[src/rtl/mie_pkg.sv]
package mie_pkg;

    // fixed field widths of the channels and the configuration register
    localparam int VALUE_WIDTH   = 32;
    localparam int MODULUS_WIDTH = 31;

    typedef logic signed [VALUE_WIDTH-1:0] value_t;
    typedef logic [MODULUS_WIDTH-1:0]      modulus_t;

    // modulus after reset
    localparam modulus_t MODULUS_RESET = modulus_t'(2);

endpackage

[src/rtl/mie_if.sv]
// input channel: one value to invert per beat
interface mie_in_if;
    import mie_pkg::*;

    logic   valid;
    logic   ready;
    value_t value_in;

    modport source (output valid, output value_in, input ready);
    modport sink   (input valid, input value_in, output ready);
endinterface

// output channel: inverse and gcd per beat
interface mie_out_if;
    import mie_pkg::*;

    logic   valid;
    logic   ready;
    value_t inverse_out;
    value_t gcd_out;

    modport source (output valid, output inverse_out, output gcd_out, input ready);
    modport sink   (input valid, input inverse_out, input gcd_out, output ready);
endinterface

[src/rtl/modular_inverse_ext_euclid.sv]
// Modular inverse by the extended Euclidean algorithm.
// in_ch carries a signed value_in; out_ch returns inverse_out (Bezout coefficient,
// made nonnegative once by adding the modulus) and gcd_out (final remainder; a value
// of 1 means the inverse is valid). The modulus is written through cfg_we/cfg_data
// and must only change while no item is in flight.
// in_ch.ready is high only while the sequencer is idle, so one item is worked at a time.
// Each Euclid step runs one zero test, the shared restoring divider (which also
// accumulates |q| * s1 by shift and add) and one update. Inputs of 1 or -1 skip
// the steps and go straight to the result. For 32-bit operands an item needs at
// most about 46 steps.
// The finished result sits in an output register; the sequencer returns to idle and
// accepts the next item while that beat waits. If the next result finishes before the
// receiver takes the pending beat, the sequencer holds it until out_ch.ready.
// Reset (rst_n low, asynchronous) empties the output register, returns the sequencer
// to idle and sets the modulus to 2.
module modular_inverse_ext_euclid #(
    parameter int WORD_WIDTH = 32
) (
    input  logic              clk,
    input  logic              rst_n,
    mie_in_if.sink            in_ch,
    mie_out_if.source         out_ch,
    input  logic              cfg_we,
    input  mie_pkg::modulus_t cfg_data
);
    import mie_pkg::*;

    localparam int CNT_W = $clog2(WORD_WIDTH);

    typedef logic signed [WORD_WIDTH-1:0] word_t;
    typedef logic [WORD_WIDTH-1:0]        uword_t;

    localparam word_t ONE       = word_t'(1);
    localparam word_t MINUS_ONE = word_t'(-1);
    localparam word_t ZERO      = word_t'(0);
    localparam logic [CNT_W-1:0] CNT_LAST = CNT_W'(WORD_WIDTH - 1);

    localparam logic [2:0] ST_IDLE  = 3'd0;
    localparam logic [2:0] ST_CHECK = 3'd1;
    localparam logic [2:0] ST_DIV   = 3'd2;
    localparam logic [2:0] ST_UPD   = 3'd3;
    localparam logic [2:0] ST_FIXG  = 3'd4;
    localparam logic [2:0] ST_FIXS  = 3'd5;
    localparam logic [2:0] ST_EMIT  = 3'd6;

    logic [2:0]       state_reg, state_next;
    logic [CNT_W-1:0] cnt_reg, cnt_next;
    logic             out_valid_reg, out_valid_next;
    modulus_t         modulus_reg;

    word_t  r0_reg, r0_next, r1_reg, r1_next;
    word_t  s0_reg, s0_next, s1_reg, s1_next;
    uword_t rem_reg, rem_next, quo_reg, quo_next, dvs_reg, dvs_next;
    word_t  acc_reg, acc_next;
    value_t inv_out_reg, inv_out_next, gcd_out_reg, gcd_out_next;

    word_t             a_w, p_w;
    logic              in_fire, out_free, q_neg, ge;
    logic [WORD_WIDTH:0] shifted;

    assign in_ch.ready        = (state_reg == ST_IDLE);
    assign in_fire            = in_ch.valid && in_ch.ready;
    assign out_ch.valid       = out_valid_reg;
    assign out_ch.inverse_out = inv_out_reg;
    assign out_ch.gcd_out     = gcd_out_reg;
    assign out_free           = !out_valid_reg || out_ch.ready;

    // operands taken to the working width
    assign a_w = word_t'(in_ch.value_in);
    assign p_w = word_t'(modulus_reg);

    // shared divider step: shift in next dividend bit, trial subtract
    assign shifted = {rem_reg, quo_reg[WORD_WIDTH-1]};
    assign ge      = (shifted >= {1'b0, dvs_reg});
    assign q_neg   = r0_reg[WORD_WIDTH-1] ^ r1_reg[WORD_WIDTH-1];

    // sequencer
    always_comb
    begin
        state_next     = state_reg;
        cnt_next       = cnt_reg;
        out_valid_next = out_valid_reg;
        r0_next        = r0_reg;
        r1_next        = r1_reg;
        s0_next        = s0_reg;
        s1_next        = s1_reg;
        rem_next       = rem_reg;
        quo_next       = quo_reg;
        dvs_next       = dvs_reg;
        acc_next       = acc_reg;
        inv_out_next   = inv_out_reg;
        gcd_out_next   = gcd_out_reg;

        if (out_valid_reg && out_ch.ready)
        begin
            out_valid_next = 1'b0;
        end

        case (state_reg)
            ST_IDLE:
            begin
                if (in_fire)
                begin
                    if (a_w == ONE || a_w == MINUS_ONE)
                    begin
                        // unit input passes through with gcd 1
                        r0_next    = ONE;
                        s0_next    = a_w;
                        state_next = ST_EMIT;
                    end
                    else
                    begin
                        r0_next    = a_w;
                        r1_next    = p_w;
                        s0_next    = ONE;
                        s1_next    = ZERO;
                        state_next = ST_CHECK;
                    end
                end
            end
            ST_CHECK:
            begin
                if (r1_reg == ZERO)
                begin
                    state_next = ST_FIXG;
                end
                else
                begin
                    // load divider with magnitudes
                    rem_next   = '0;
                    quo_next   = r0_reg[WORD_WIDTH-1] ? uword_t'(-r0_reg) : uword_t'(r0_reg);
                    dvs_next   = r1_reg[WORD_WIDTH-1] ? uword_t'(-r1_reg) : uword_t'(r1_reg);
                    acc_next   = ZERO;
                    cnt_next   = '0;
                    state_next = ST_DIV;
                end
            end
            ST_DIV:
            begin
                // one quotient bit; Horner accumulation of |q| * s1
                rem_next = ge ? uword_t'(shifted - {1'b0, dvs_reg}) : uword_t'(shifted);
                quo_next = {quo_reg[WORD_WIDTH-2:0], ge};
                acc_next = word_t'({acc_reg[WORD_WIDTH-2:0], 1'b0}) + (ge ? s1_reg : ZERO);
                if (cnt_reg == CNT_LAST)
                begin
                    cnt_next   = '0;
                    state_next = ST_UPD;
                end
                else
                begin
                    cnt_next = cnt_reg + 1'b1;
                end
            end
            ST_UPD:
            begin
                // remainder takes the dividend sign, coefficient s0 - q * s1
                r0_next    = r1_reg;
                s0_next    = s1_reg;
                r1_next    = r0_reg[WORD_WIDTH-1] ? -word_t'(rem_reg) : word_t'(rem_reg);
                s1_next    = q_neg ? (s0_reg + acc_reg) : (s0_reg - acc_reg);
                state_next = ST_CHECK;
            end
            ST_FIXG:
            begin
                // gcd of -1: negate gcd and coefficient
                if (r0_reg == MINUS_ONE)
                begin
                    r0_next = ONE;
                    s0_next = -s0_reg;
                end
                state_next = ST_FIXS;
            end
            ST_FIXS:
            begin
                // negative coefficient gets the modulus added once
                if (s0_reg[WORD_WIDTH-1])
                begin
                    s0_next = s0_reg + p_w;
                end
                state_next = ST_EMIT;
            end
            ST_EMIT:
            begin
                if (out_free)
                begin
                    inv_out_next   = value_t'(s0_reg);
                    gcd_out_next   = value_t'(r0_reg);
                    out_valid_next = 1'b1;
                    state_next     = ST_IDLE;
                end
            end
            default:
            begin
                state_next = ST_IDLE;
            end
        endcase
    end

    // control registers
    always_ff @(posedge clk or negedge rst_n)
    begin
        if (!rst_n)
        begin
            state_reg     <= ST_IDLE;
            cnt_reg       <= '0;
            out_valid_reg <= 1'b0;
            modulus_reg   <= MODULUS_RESET;
        end
        else
        begin
            state_reg     <= state_next;
            cnt_reg       <= cnt_next;
            out_valid_reg <= out_valid_next;
            if (cfg_we)
            begin
                modulus_reg <= cfg_data;
            end
        end
    end

    // datapath registers
    always_ff @(posedge clk)
    begin
        r0_reg      <= r0_next;
        r1_reg      <= r1_next;
        s0_reg      <= s0_next;
        s1_reg      <= s1_next;
        rem_reg     <= rem_next;
        quo_reg     <= quo_next;
        dvs_reg     <= dvs_next;
        acc_reg     <= acc_next;
        inv_out_reg <= inv_out_next;
        gcd_out_reg <= gcd_out_next;
    end

`ifndef ASSERT_OFF
    // divider never runs on a zero divisor
    a_div_nonzero: assert property (@(posedge clk) disable iff (!rst_n)
        (state_reg == ST_DIV) |-> (dvs_reg != '0))
        else $error("divider running with zero divisor");

    // partial remainder stays below the divisor
    a_rem_bound: assert property (@(posedge clk) disable iff (!rst_n)
        (state_reg == ST_DIV) |-> (rem_reg < dvs_reg))
        else $error("partial remainder not below divisor");

    // an accepted item starts the sequencer
    a_accept_busy: assert property (@(posedge clk) disable iff (!rst_n)
        in_fire |=> (state_reg != ST_IDLE))
        else $error("accepted item did not start the sequencer");

    // bit counter is clear on every zero test
    a_cnt_clear: assert property (@(posedge clk) disable iff (!rst_n)
        (state_reg == ST_CHECK) |-> (cnt_reg == '0))
        else $error("bit counter not clear at step start");
`endif

endmodule

[src/flat_wrapper.sv]
// flat-port wrapper written by rule: the top's interface ports become plain ports
module modular_inverse_ext_euclid_flat import mie_pkg::*;
#(
    parameter int WORD_WIDTH = 32
)
  (clk, rst_n, cfg_we, cfg_data, in_ch_valid, in_ch_value_in, in_ch_ready, out_ch_valid, out_ch_inverse_out, out_ch_gcd_out, out_ch_ready);
  mie_in_if in_ch_i ();
  mie_out_if out_ch_i ();
  input  logic clk;
  input  logic rst_n;
  input  logic cfg_we;
  input  mie_pkg::modulus_t cfg_data;
  input wire logic [$bits(in_ch_i.valid)-1:0] in_ch_valid;
  input wire logic [$bits(in_ch_i.value_in)-1:0] in_ch_value_in;
  output wire logic [$bits(in_ch_i.ready)-1:0] in_ch_ready;
  output wire logic [$bits(out_ch_i.valid)-1:0] out_ch_valid;
  output wire logic [$bits(out_ch_i.inverse_out)-1:0] out_ch_inverse_out;
  output wire logic [$bits(out_ch_i.gcd_out)-1:0] out_ch_gcd_out;
  input wire logic [$bits(out_ch_i.ready)-1:0] out_ch_ready;
  assign in_ch_i.valid = in_ch_valid;
  assign in_ch_i.value_in = in_ch_value_in;
  assign in_ch_ready = in_ch_i.ready;
  assign out_ch_valid = out_ch_i.valid;
  assign out_ch_inverse_out = out_ch_i.inverse_out;
  assign out_ch_gcd_out = out_ch_i.gcd_out;
  assign out_ch_i.ready = out_ch_ready;
  modular_inverse_ext_euclid #(.WORD_WIDTH(WORD_WIDTH)) u_core (.clk(clk), .rst_n(rst_n), .in_ch(in_ch_i), .out_ch(out_ch_i), .cfg_we(cfg_we), .cfg_data(cfg_data));
endmodule
[config.mk]
export PLATFORM = sky130hd
export DESIGN_NAME = modular_inverse_ext_euclid_flat
export DESIGN_NICKNAME = d
export VERILOG_FILES = /design/src/rtl/mie_pkg.sv /design/src/rtl/mie_if.sv /design/src/rtl/modular_inverse_ext_euclid.sv /design/src/flat_wrapper.sv
export SDC_FILE = /design/constraint.sdc
export NUM_CORES = 1
export LEC_CHECK = 0
export BUFFER_PORTS_ARGS = -buffer_cell sky130_fd_sc_hd__buf_2
export CAP_MARGIN = 20
export CORE_ASPECT_RATIO = 2
export CORE_MARGIN = 5
export CORE_UTILIZATION = 40
export CTS_CLUSTER_SIZE = 28
export DETAILED_ROUTE_END_ITERATION = 12
export PLACE_DENSITY = 0.53
export SYNTH_ARGS = -nofsm -noshare
export SYNTH_HDL_FRONTEND = slang
export SYNTH_SLANG_ARGS = --single-unit
[constraint.sdc]
create_clock -name clk -period 6.82 [get_ports clk]
set_clock_uncertainty 0.05 [all_clocks]
set_input_delay 1.364 -clock clk [delete_from_list [all_inputs] [get_ports clk]]
set_output_delay 1.364 -clock clk [all_outputs]
set_load 0.005 [all_outputs]
---- After elaboration in Yosys (flattened, before gate mapping) ----
Index checks and enable logic that the tools add are counted.
operators by class
  bitwise gates (word level) .............. 2
  equality and inequality tests ........... 17
  mux-type cells .......................... 38
  reduce and logical (&&, ||, !) cells .... 19
  $lt $le $gt $ge ......................... 1
  add/subtract/negate cells ............... 10
operators with widths
  cell                                            number
  two-way mux 32 bit                              18
  one-hot mux 32 bit (2 select lines)             5
  negation 32 bit                                 4
  one-hot mux 32 bit (4 select lines)             1
  adder 32 bit                                    3
  one-hot mux 32 bit (3 select lines)             1
  == test 32 x 1 -> 1 bit, second input constant  2
  subtractor 32 bit                               2
  >= comparator 33 x 32 -> 1 bit                  1
  == test 32 x 2 -> 1 bit, second input constant  1
  logical NOT 32 bit                              1
  two-way mux 31 bit                              1
  one-hot mux 3 bit (7 select lines)              1
  two-way mux 3 bit                               5
  AND reduction 3 bit                             4
  two-way mux 5 bit                               2
  one-hot mux 5 bit (2 select lines)              1
  == test 3 bit, second input constant            3
  != test 2 x 1 -> 1 bit, second input constant   4
  == test 3 x 2 -> 1 bit, second input constant   2
  != test 2 bit, second input constant            3
  AND reduction 2 bit                             3
  adder 5 x 1 -> 5 bit, second input constant     1
  == test 5 bit, second input constant            1
  other kinds (12)                                17
word-level totals
  logic and storage cells ................. 103
  register bits after elaboration ......... 360

---- Longest topological paths before layout ----
Gate-level depths: netlist of the first run.
  word-level depth ........................ 5
  mapped depth ............................ 24

---- Worst setup path before layout of the first run ----
No wires, ideal clock.
  path kind ............................... register to register
  start point ............................. register u_core.rem_reg[5]
  end point ............................... register u_core.acc_reg[31], data pin
  buffers on the path ..................... 2
  arrival ................................. 5223 ps
  cell stages (with the launch flop) ...... 24
  library setup time ...................... 260 ps
  slack ................................... 1287 ps
  cells stage by stage .................... edfxtp_1 > ha_1 > a21o_1 > a21oi_1 > nor3b_1 > a21oi_1 > o21ai_0 > nand2_1 > o21ai_1 > a21boi_1 > clkbuf_1 > clkbuf_1 > and2_1 > ha_1 > a21o_1 > a21oi_1 > a2bb2oi_1 > nor3b_1 > a21oi_1 > a221o_1 > a211o_1 > a21oi_1 > xnor2_1 > mux2_2
on the way
  longest elaborated chain between the ends .. 4
RTL lines
  what                                 RTL line                           RTL
  from (decl)                          modular_inverse_ext_euclid.sv:53   uword_t rem_reg, rem_next, quo_reg, quo_next, dvs_reg, dvs_next;
  from (signal assigned)               modular_inverse_ext_euclid.sv:228  rem_reg <= rem_next;
  >= comparator 33 x 32 -> 1 bit       modular_inverse_ext_euclid.sv:74   assign ge = (shifted >= {1'b0, dvs_reg});
  two-way mux 32 bit                   modular_inverse_ext_euclid.sv:143  acc_next = word_t'({acc_reg[WORD_WIDTH-2:0], 1'b0}) + (ge ? s1_reg : ZERO);
  adder 32 bit                         modular_inverse_ext_euclid.sv:143
  one-hot mux 32 bit (2 select lines)  modular_inverse_ext_euclid.sv:99   case (state_reg)
  to (signal assigned)                 modular_inverse_ext_euclid.sv:231  acc_reg <= acc_next;
  to (decl)                            modular_inverse_ext_euclid.sv:54   word_t acc_reg, acc_next;
No other way between the ends.
A chain may end at the register's enable or synchronous reset.

---- Worst setup path after layout of the first run ----
  start point ............................. register u_core.rem_reg[4]
  end point ............................... register u_core.acc_reg[31], data pin
Same word-level chain as after synthesis.

==> impl_metrics.py, run 1 <==
metrics = {
    "critical_path": {
        "rr_worst_depth": 23,
        "critical_path_arrival_ns": 6.57,
        "path_common_cell": "a21oi_1",
        "required_ns": 7.08,
        "r2r_slack_ns": 0.51,
        "r2r-start": "u_core.rem_reg[4]",
        "crit_path_start": "u_core.rem_reg[4]",
        "worstSetupPathType": "flip-flop to flip-flop",
        "crit_fanout": 55,
        "cpMaxStageDelayCell": "buf_6",
        "end_kind": "flip-flop",
        "cpPeakStageDelay_ns": 0.55,
        "cp-start-kind": "flip-flop",
        "cp_cell_sequence": "ha_1 -> and3_1 -> o21a_1 -> o31ai_1 -> buf_4 -> a21oi_1 -> o21ai_0 -> nand2_1 -> o21ai_1 -> a21boi_4 -> buf_6 -> and2_1 -> ha_1 -> a21o_1 -> a21oi_1 -> a2bb2oi_1 -> nor3b_1 -> a21oi_1 -> a221o_1 -> a211o_1 -> a21oi_1 -> xnor2_1 -> mux2_2",
        "crit_buf_inv": 2,
        "r2r_end": "u_core.acc_reg[31]",
        "crit_family": "compound AO/OA/AOI/OAI gates",
    },
    "sta": {
        "slew_headroom": 0.2832,
        "min_period_ns": 6.307,
        "hold_violations": 0,
        "setup_tns_ns": 0,
        "tightestPinTransition_ns": 1.075,
        "rsz0062_at_grt": "false",
        "max_freq_mhz": 158.5,
        "setup_viol": 0,
        "slew_viol_final": 0,
        "finalCritPeriodShare": 0.9248,
    },
    "die": {
        "die_h_um": 349.2,
        "ios": 134,
        "initial_core_util": 0.4031,
        "die_x_um": 179.6,
        "fp.coreArea_um2": 57090,
        "die_area_um2": 62720,
        "row_count": 124,
    },
    "placed_design": {
        "gp_congestion": 0.9271,
        "io_buffers": 133,
        "dp_hpwl_um": 55390,
    },
    "synth": {
        "postSynthNetCount": 2454,
        "synth-edff-count": 320,
        "post_synth_num_cell_types": 77,
        "yosys_warnings": 0,
        "synthTopCellsByArea": "edfxtp_1 42%, ha_1 7.2%, xnor2_1 4.9%, xor2_1 4.8%, dfrtp_1 4.2%",
        "syn-cell-area_um2": 23010,
        "ys_ff_latch": 360,
        "synth_top_area_cell": "edfxtp_1",
        "syn_area_per_cell_um2": 10.23,
        "synth.yosys.seq_area_share": 0.4611,
        "yosysTopAreaCellShare": 0.4175,
        "synth_ff_type": "edfxtp_1",
        "async_flop_share": 0.1111,
        "netlist_instances": 2250,
    },
    "global_route": {
        "grt_pass1_wl_um": 109800,
        "grt_pass1_vias": 18900,
        "gr-usage-all-layers": 0.2244,
        "grt_max_degree": 69,
        "antenna_found_initial": 3,
        "grt_overflow": 0,
    },
    "clock_tree": {
        "cts_tree": "yes",
        "cts.sinks": 360,
        "clockBufferDepth": 3,
        "clk_pin_slew_ns": 0.07,
        "clock_latency_ns": 0.55,
        "hold_buffers": 0,
        "post_cts_buffers": 0,
        "cts_root_buf": "clkbuf_16",
        "htreeDepth": 2,
        "cts_buffers": 37,
    },
    "layout": {
        "layout.nets": 2578,
        "area_growth_pct": 12.67,
        "fin_util": 0.4542,
        "drive_gt1_frac": 0.1215,
        "final_common_cell": "edfxtp_1",
        "layout_common_cells": "320 x edfxtp_1, 185 x o21ai_0, 185 x nand2_1",
        "fillers": 5487,
    },
    "routing": {
        "antenna_left": 0,
        "drt_iter0_markers": 1067,
        "drcViolationCount": 0,
        "vias": 18020,
        "dr.pass1.iters": 5,
        "wl_per_cell_um": 22.87,
        "drt-total-wl_um": 72310,
        "vias_per_cell": 5.698,
    },
    "worst_hold_path": {
        "min_from": "u_core.r1_reg[0]",
        "holdPathStages": 0,
        "hold_end": "u_core.dvs_reg[0]",
        "hold_class": "flip-flop to flip-flop",
    },
    "job": {
        "max_cap_violations": 0,
    },
    "outcome": {
        "outcome": "finished clean",
    },
}
-- what timing repair did --
action / 4_1_cts / 5_1_grt
resized for setup: 0 / 1
setup endpoints to repair: 0 / 1
endpoints found under the hold margin: 0 / 0
-- cells in the mapped netlist, types with 5 or more instances --
| cell type | n |
|---|---|
| edfxtp_1 | 320 |
| nand2_1 | 186 |
| nor2_1 | 185 |
| o21ai_0 | 185 |
| a21oi_1 | 141 |
| ha_1 | 132 |
| xnor2_1 | 128 |
| xor2_1 | 126 |
| inv_1 | 77 |
| clkbuf_1 | 67 |
| a21o_1 | 57 |
| nor3_1 | 47 |
| and2_1 | 39 |
| dfrtp_1 | 39 |
| mux2_2 | 34 |
| nand3_1 | 34 |
| a22o_1 | 33 |
| or3_1 | 33 |
| nand4_1 | 29 |
| o31ai_1 | 29 |
| mux2i_1 | 28 |
| nand2b_1 | 28 |
| nor4_1 | 22 |
| o21a_1 | 21 |
| a31oi_1 | 18 |
| or4_1 | 15 |
| a211oi_1 | 14 |
| a221oi_1 | 13 |
| nor2b_1 | 13 |
| o41ai_1 | 13 |
| o21ai_1 | 12 |
| and3_1 | 11 |
| o21bai_1 | 11 |
| a211o_1 | 9 |
| buf_1 | 8 |
| o22ai_1 | 8 |
| a221o_1 | 5 |
| nor3b_1 | 5 |
-- final cells by class --
cell class                 count  area [um^2]  share of cell area
multi-input combinational   1735        11880              0.4580
sequential                   360        10610              0.4092
clock buffer                  44        994.7             0.03836
tap                          756        945.9             0.03648
timing repair buffer         162        897.1             0.03460
clock inverter                24        301.5             0.01163
inverter                      78        295.3             0.01139
antenna                        3        7.507           0.0002895
-- worst max-delay path by stage --
stage | to | cells after the start
CTS | u_core.acc_reg[31] | 23
global route | u_core.acc_reg[31] | 22
global placement | u_core.acc_reg[31] | 23
finish | u_core.acc_reg[31] | 23
detailed placement | u_core.acc_reg[31] | 23
floorplan | u_core.acc_reg[31] | 23
-- per-stage QoR --
stage	setup slack [ns]	area, um^2	instances	hold slack, ns
floorplan	1.287	23010	2250	0.3764
global placement	0.3611	24600	3089	0.4228
detailed placement	0.3208	24620	3091	0.4163
CTS	0.3064	25920	3159	0.4396
global route	0.05600	25920	3159	0.4478
finish	0.5127	25930	3162	0.4297
-- kinds of logic (layout without fill, tap and decap cells) --
group	Yosys count	in the layout	share of synthesized area
xor+xnor	254	254	0.09666
mux	62	62	0.02881
other cells	0	3	0
buf+inv	155	308	0.02539
simple gates	674	674	0.1444
compound gates	609	609	0.1684
fa+ha+maj	136	136	0.07524
flops	360	360	0.4611
-- routing by layer --
layer | GRT usage | up-vias | share of wire
li1 | - | 8584 | -
met4 | 0.1125 | 2 | 0.057
met1 | 0.2262 | 8780 | 0.35
met3 | 0.02697 | 166 | 0.038
met5 | 0 | - | 0.00019
met2 | 0.4465 | 485 | 0.55
Power of run 1 is left out: the tool's default activity adds up to more than one toggle a clock period on the data nets, which glitch-free logic cannot reach.
==> inputs of run 2 (changes only) <==
--- a/config.mk
+++ b/config.mk
@@ -13,6 +13,7 @@
 export CTS_CLUSTER_SIZE = 28
 export DETAILED_ROUTE_END_ITERATION = 12
 export PLACE_DENSITY = 0.53
+export RECOVER_POWER = 50
 export SYNTH_ARGS = -nofsm -noshare
 export SYNTH_HDL_FRONTEND = slang
 export SYNTH_SLANG_ARGS = --single-unit
==> run 2 against run 1 <==
The flow now finishes with violations (capacitance limit, slew limit). Worst hold slack improved by 0.0023 ns. Sequential share of layout area rose by 0.20 points. Via count fell by 0.13%. Cell count did not move. Non-clock buffer count did not move. Clock-buffer cell count did not move. First-iteration DRC count fell by 2.8%. Cell area fell by 0.50%. Critical path depth did not move. Register-to-register slack got worse by 0.02 ns. Global-route usage did not move. Die area did not move. Largest cell class unchanged. Highest routed layer unchanged.
==> impl_metrics.py, run 2 (same netlist as run 1, synthesis figures left out) <==
metrics = {
    "routing": {
        "wl_met1_um": 25530,
        "vias_per_cell": 5.691,
        "drt-total-wl_um": 72420,
        "vias": 17990,
        "met2WireLength_um": 40020,
        "top_layer": "met5",
        "dr.pass1.iters": 6,
        "antenna_left": 0,
        "wl_per_cell_um": 22.90,
        "drt_iter0_markers": 1037,
        "met3_length_um": 2779,
        "drcViolationCount": 0,
    },
    "sta": {
        "max_freq_mhz": 158.0,
        "hold_violations": 0,
        "rsz0062_at_grt": "false",
        "tightestPinTransition_ns": 3.142,
        "setup_viol": 0,
        "min_period_ns": 6.330,
        "finalCritPeriodShare": 0.9282,
        "slew_viol_final": 398,
        "slew_headroom": -1.094,
        "setup_tns_ns": 0,
    },
    "outcome": {
        "outcome": "complete, but fails checks",
        "violations": "capacitance limit, slew limit",
    },
    "layout": {
        "layout_common_cells": "320 x edfxtp_1, 185 x o21ai_0, 185 x nand2_1",
        "final_common_cell": "edfxtp_1",
        "layout.nets": 2578,
        "design_area_um2": 25800,
        "drive_gt1_frac": 0.09821,
        "area_growth_pct": 12.11,
    },
    "critical_path": {
        "required_ns": 7.08,
        "crit_fanout": 55,
        "cpPeakStageDelay_ns": 0.55,
        "worstSetupPathType": "flip-flop to flip-flop",
        "r2r_slack_ns": 0.49,
        "path_common_cell": "a21oi_1",
        "critical_path_arrival_ns": 6.59,
        "rr_worst_depth": 23,
        "crit_path_start": "u_core.rem_reg[4]",
        "r2r-start": "u_core.rem_reg[4]",
        "endpoint": "u_core.acc_reg[31]",
        "r2r_end": "u_core.acc_reg[31]",
        "cp-start-kind": "flip-flop",
        "cpMaxStageDelayCell": "buf_6",
        "crit_buf_inv": 2,
        "end_kind": "flip-flop",
        "crit_family": "compound AO/OA/AOI/OAI gates",
        "cp_cell_sequence": "ha_1 -> and3_1 -> o21a_1 -> o31ai_1 -> buf_4 -> a21oi_1 -> o21ai_0 -> nand2_1 -> o21ai_1 -> a21boi_4 -> buf_6 -> and2_1 -> ha_1 -> a21o_1 -> a21oi_1 -> a2bb2oi_1 -> nor3b_1 -> a21oi_1 -> a221o_1 -> a211o_1 -> a21oi_1 -> xnor2_1 -> mux2_2",
        "worst-path-stages": 23,
    },
    "die": {
        "initial_core_util": 0.4031,
        "fp.coreArea_um2": 57090,
        "die_h_um": 349.2,
        "die_x_um": 179.6,
        "ios": 134,
        "die_area_um2": 62720,
        "row_count": 124,
    },
    "clock_tree": {
        "clock_latency_ns": 0.55,
        "cts_root_buf": "clkbuf_16",
        "clockBufferDepth": 3,
        "htreeDepth": 2,
        "hold_buffers": 0,
        "cts.sinks": 360,
        "cts_buffers": 37,
        "cts_tree": "yes",
        "clk_pin_slew_ns": 0.07,
    },
    "placed_design": {
        "io_buffers": 133,
        "dp_hpwl_um": 55390,
        "post_dp_cell_area_um2": 24620,
        "gp_congestion": 0.9271,
    },
    "job": {
        "max_cap_violations": 9,
    },
    "global_route": {
        "gr-usage-all-layers": 0.2244,
        "grt_pass1_wl_um": 109800,
        "grt_overflow": 0,
        "grt_pass1_vias": 18900,
        "grt_max_degree": 69,
        "antenna_found_initial": 3,
    },
    "worst_hold_path": {
        "hold_class": "flip-flop to flip-flop",
    },
}
-- run 2: area by class of cell --
type / instances / area, um^2
fill: 5513 / 31290
multi-input combinational: 1735 / 11850
sequential: 360 / 10610
clock buffer: 44 / 994.7
tap: 756 / 945.9
timing repair buffer: 162 / 793.3
clock inverter: 24 / 301.5
inverter: 78 / 295.3
antenna: 3 / 7.507
-- run 2: per-stage QoR --
stage                     setup WS, ns  instances    util  hold slack, ns
final                           0.4897       3162  0.4519          0.4320
after CTS                       0.3064       3159  0.4540          0.4396
after detailed placement        0.3208       3091  0.4313          0.4163
after global placement          0.3611       3089  0.4308          0.4228
after floorplan                  1.287       2250       -          0.3764
after global routing           0.05600       3159  0.4518          0.4478
-- run 2: timing repair --
item                       in CTS  in global routing
setup endpoints to repair       0                  1
setup buffers                   0                  0
gates resized for setup         0                  1
-- run 2: how the worst min path moves through the flow --
stage	cells past startpoint	from	slack, ns	to
2_1_floorplan	0	u_core.r1_reg[0]	0.38	u_core.dvs_reg[0]
3_3_place_gp	0	u_core.r1_reg[0]	0.42	u_core.dvs_reg[0]
3_5_place_dp	0	u_core.r1_reg[0]	0.42	u_core.dvs_reg[0]
4_1_cts	0	u_core.r1_reg[0]	0.44	u_core.dvs_reg[0]
5_1_grt	0	u_core.r1_reg[0]	0.45	u_core.dvs_reg[0]
6_report	0	u_core.r1_reg[0]	0.43	u_core.dvs_reg[0]
-- run 2: layer usage --
layer | global-route usage | vias up
met5 | 0 | -
met4 | 0.1125 | 2
met2 | 0.4465 | 481
li1 | - | 8586
met3 | 0.02697 | 170
met1 | 0.2262 | 8755
Power of run 2 is left out for the same reason.
==> inputs of run 3 (changes only) <==
--- a/config.mk
+++ b/config.mk
@@ -7,7 +7,6 @@
 export LEC_CHECK = 0
 export BUFFER_PORTS_ARGS = -buffer_cell sky130_fd_sc_hd__buf_2
 export CAP_MARGIN = 20
-export CORE_ASPECT_RATIO = 2
 export CORE_MARGIN = 5
 export CORE_UTILIZATION = 40
 export CTS_CLUSTER_SIZE = 28
==> run 3 against run 2 <==
The flow still finishes with violations (capacitance limit, slew limit). Register-to-register slack about the same. Setup slack worse by 0.011 ns. Flip-flop and latch count unchanged. Non-clock buffer count down 2. Cell count up 0.63%. Worst hold slack better by 0.0080 ns. Utilization up 0.19 points. Clock-buffer cell count up 14. Cell area up 0.90%. Sequential share of layout area down 0.37 points. Via count up 0.56%. Critical endpoint is now u_core.s1_reg[30].
==> impl_metrics.py, run 3 (same netlist as run 1, synthesis figures left out) <==
metrics = {
    "layout": {
        "drive_gt1_frac": 0.1039,
        "multi_input_area_um2": 11850,
        "area_growth_pct": 13.12,
        "layout_common_cells": "320 x edfxtp_1, 185 x o21ai_0, 185 x nand2_1",
        "final_common_cell": "edfxtp_1",
        "seq_area_um2": 10610,
        "fin_cells": 3182,
        "fillers": 5404,
        "layout.nets": 2584,
    },
    "sta": {
        "setup_viol": 0,
        "max_freq_mhz": 157.7,
        "slew_viol_final": 342,
        "fin_ws_ns": 0.4785,
        "tightestPinTransition_ns": 3.263,
        "hold_violations": 0,
        "hold_ws_ns": 0.4400,
        "setup_tns_ns": 0,
        "rsz0062_at_grt": "false",
        "finalCritPeriodShare": 0.9298,
        "min_period_ns": 6.342,
        "slew_headroom": -1.175,
    },
    "critical_path": {
        "cpPeakStageDelay_ns": 2.31,
        "r2r_slack_ns": 0.48,
        "crit_fanout": 65,
        "worstSetupPathType": "flip-flop to flip-flop",
        "cp_cell_sequence": "clkbuf_1 -> xor2_1 -> buf_4 -> nor2_1 -> xor2_1 -> ha_1 -> a21oi_1 -> o21bai_1 -> a21oi_1 -> nor3_1 -> o21ai_0 -> a21oi_1 -> a41oi_1 -> a31oi_1 -> xnor2_1 -> nor2_1",
        "path_common_cell": "a21oi_1",
        "end_kind": "flip-flop",
        "critical_path_arrival_ns": 6.63,
        "cp-start-kind": "flip-flop",
        "cpMaxStageDelayCell": "clkbuf_1",
        "required_ns": 7.11,
    },
    "die": {
        "die_area_um2": 62430,
        "die_x_um": 249.9,
        "fp.coreArea_um2": 57370,
        "ios": 134,
        "row_count": 88,
        "initial_core_util": 0.4012,
        "die_h_um": 249.9,
    },
    "outcome": {
        "violations": "capacitance limit, slew limit",
        "outcome": "complete, but fails checks",
    },
    "routing": {
        "vias": 18090,
        "wl_per_cell_um": 21.55,
        "antenna_left": 0,
        "vias_per_cell": 5.686,
        "drt_iter0_markers": 1148,
        "dr.pass1.iters": 5,
        "drcViolationCount": 0,
        "drt-total-wl_um": 68580,
    },
    "placed_design": {
        "gp_congestion": 0.9399,
        "dp_hpwl_um": 50570,
        "placed_cells": 3096,
        "io_buffers": 133,
        "dp_slack_ns": 0.5538,
    },
    "worst_hold_path": {
        "hold_class": "flip-flop to flip-flop",
    },
    "clock_tree": {
        "cts_buffers": 45,
        "cts_resized": 0,
        "cts_root_buf": "clkbuf_16",
        "clockBufferDepth": 3,
        "cts_tree": "yes",
        "htreeDepth": 2,
        "post_cts_buffers": 0,
        "clock_latency_ns": 0.59,
        "clk_pin_slew_ns": 0.06,
        "cts.sinks": 360,
        "hold_buffers": 0,
    },
    "global_route": {
        "grt_max_degree": 106,
        "gr-usage-all-layers": 0.2124,
        "grt_pass1_vias": 17860,
        "grt_overflow": 0,
        "antenna_found_initial": 1,
        "grt_pass1_wl_um": 104600,
    },
    "job": {
        "max_cap_violations": 8,
    },
}
## run 3: changes by cell type in the layout (fill, tap and decap cells not counted), moves of 3 or more
cell | previous run | this run
clkbuf_16 | 39 | 46
buf_2 | 91 | 97
clkbuf_8 | 0 | 3
clkinv_2 | 6 | 10
buf_4 | 17 | 14
## run 3: layout make-up
cell class                 count  share of cell area
multi-input combinational   1735              0.4551
clock inverter                25             0.01139
clock buffer                  58             0.04710
tap                          765             0.03676
inverter                      78             0.01134
timing repair buffer         160             0.03066
antenna                        1          0.00009612
sequential                   360              0.4076
## run 3: worst paths after layout
path,from,endpoint,cells past startpoint
worst max-delay path,u_core.r0_reg[31],u_core.s1_reg[30],16
max in group asynchronous,rst_n,u_core.modulus_reg[3],2
worst min-delay path,u_core.r1_reg[0],u_core.dvs_reg[0],0
min in group asynchronous,rst_n,u_core.modulus_reg[26],2
worst max register to register,u_core.r0_reg[31],u_core.s1_reg[30],16
worst min register to register,u_core.r1_reg[0],u_core.dvs_reg[0],0
## run 3: through the flow
step / instance area, um^2 / util
global placement: 24590 / 0.4287
finish: 26040 / 0.4538
detailed placement: 24590 / 0.4287
global route: 26040 / 0.4538
CTS: 26120 / 0.4553
floorplan: 23010 / -
## run 3: worst max-delay path, delay by kind of cell (launching register included)
family | cells | cell delay [ns]
AND/OR/NAND/NOR | 3 | 0.65
adder cells (fa/ha/maj) | 1 | 0.33
flip-flops | 1 | 0.39
buffers and inverters | 2 | 2.68
XOR/XNOR | 3 | 0.44
AO/OA/AOI/OAI | 7 | 1.53
## run 3: metal layers
metal	global-route usage	vias up	share of wire	routed length (um)
li1	-	8653	-	-
met1	0.2685	8840	0.42	28940
met2	0.3744	462	0.49	33880
met3	0.02637	139	0.047	3200
met4	0.07667	0	0.037	2559
met5	0	-	0	0
Power of run 3 is left out for the same reason.
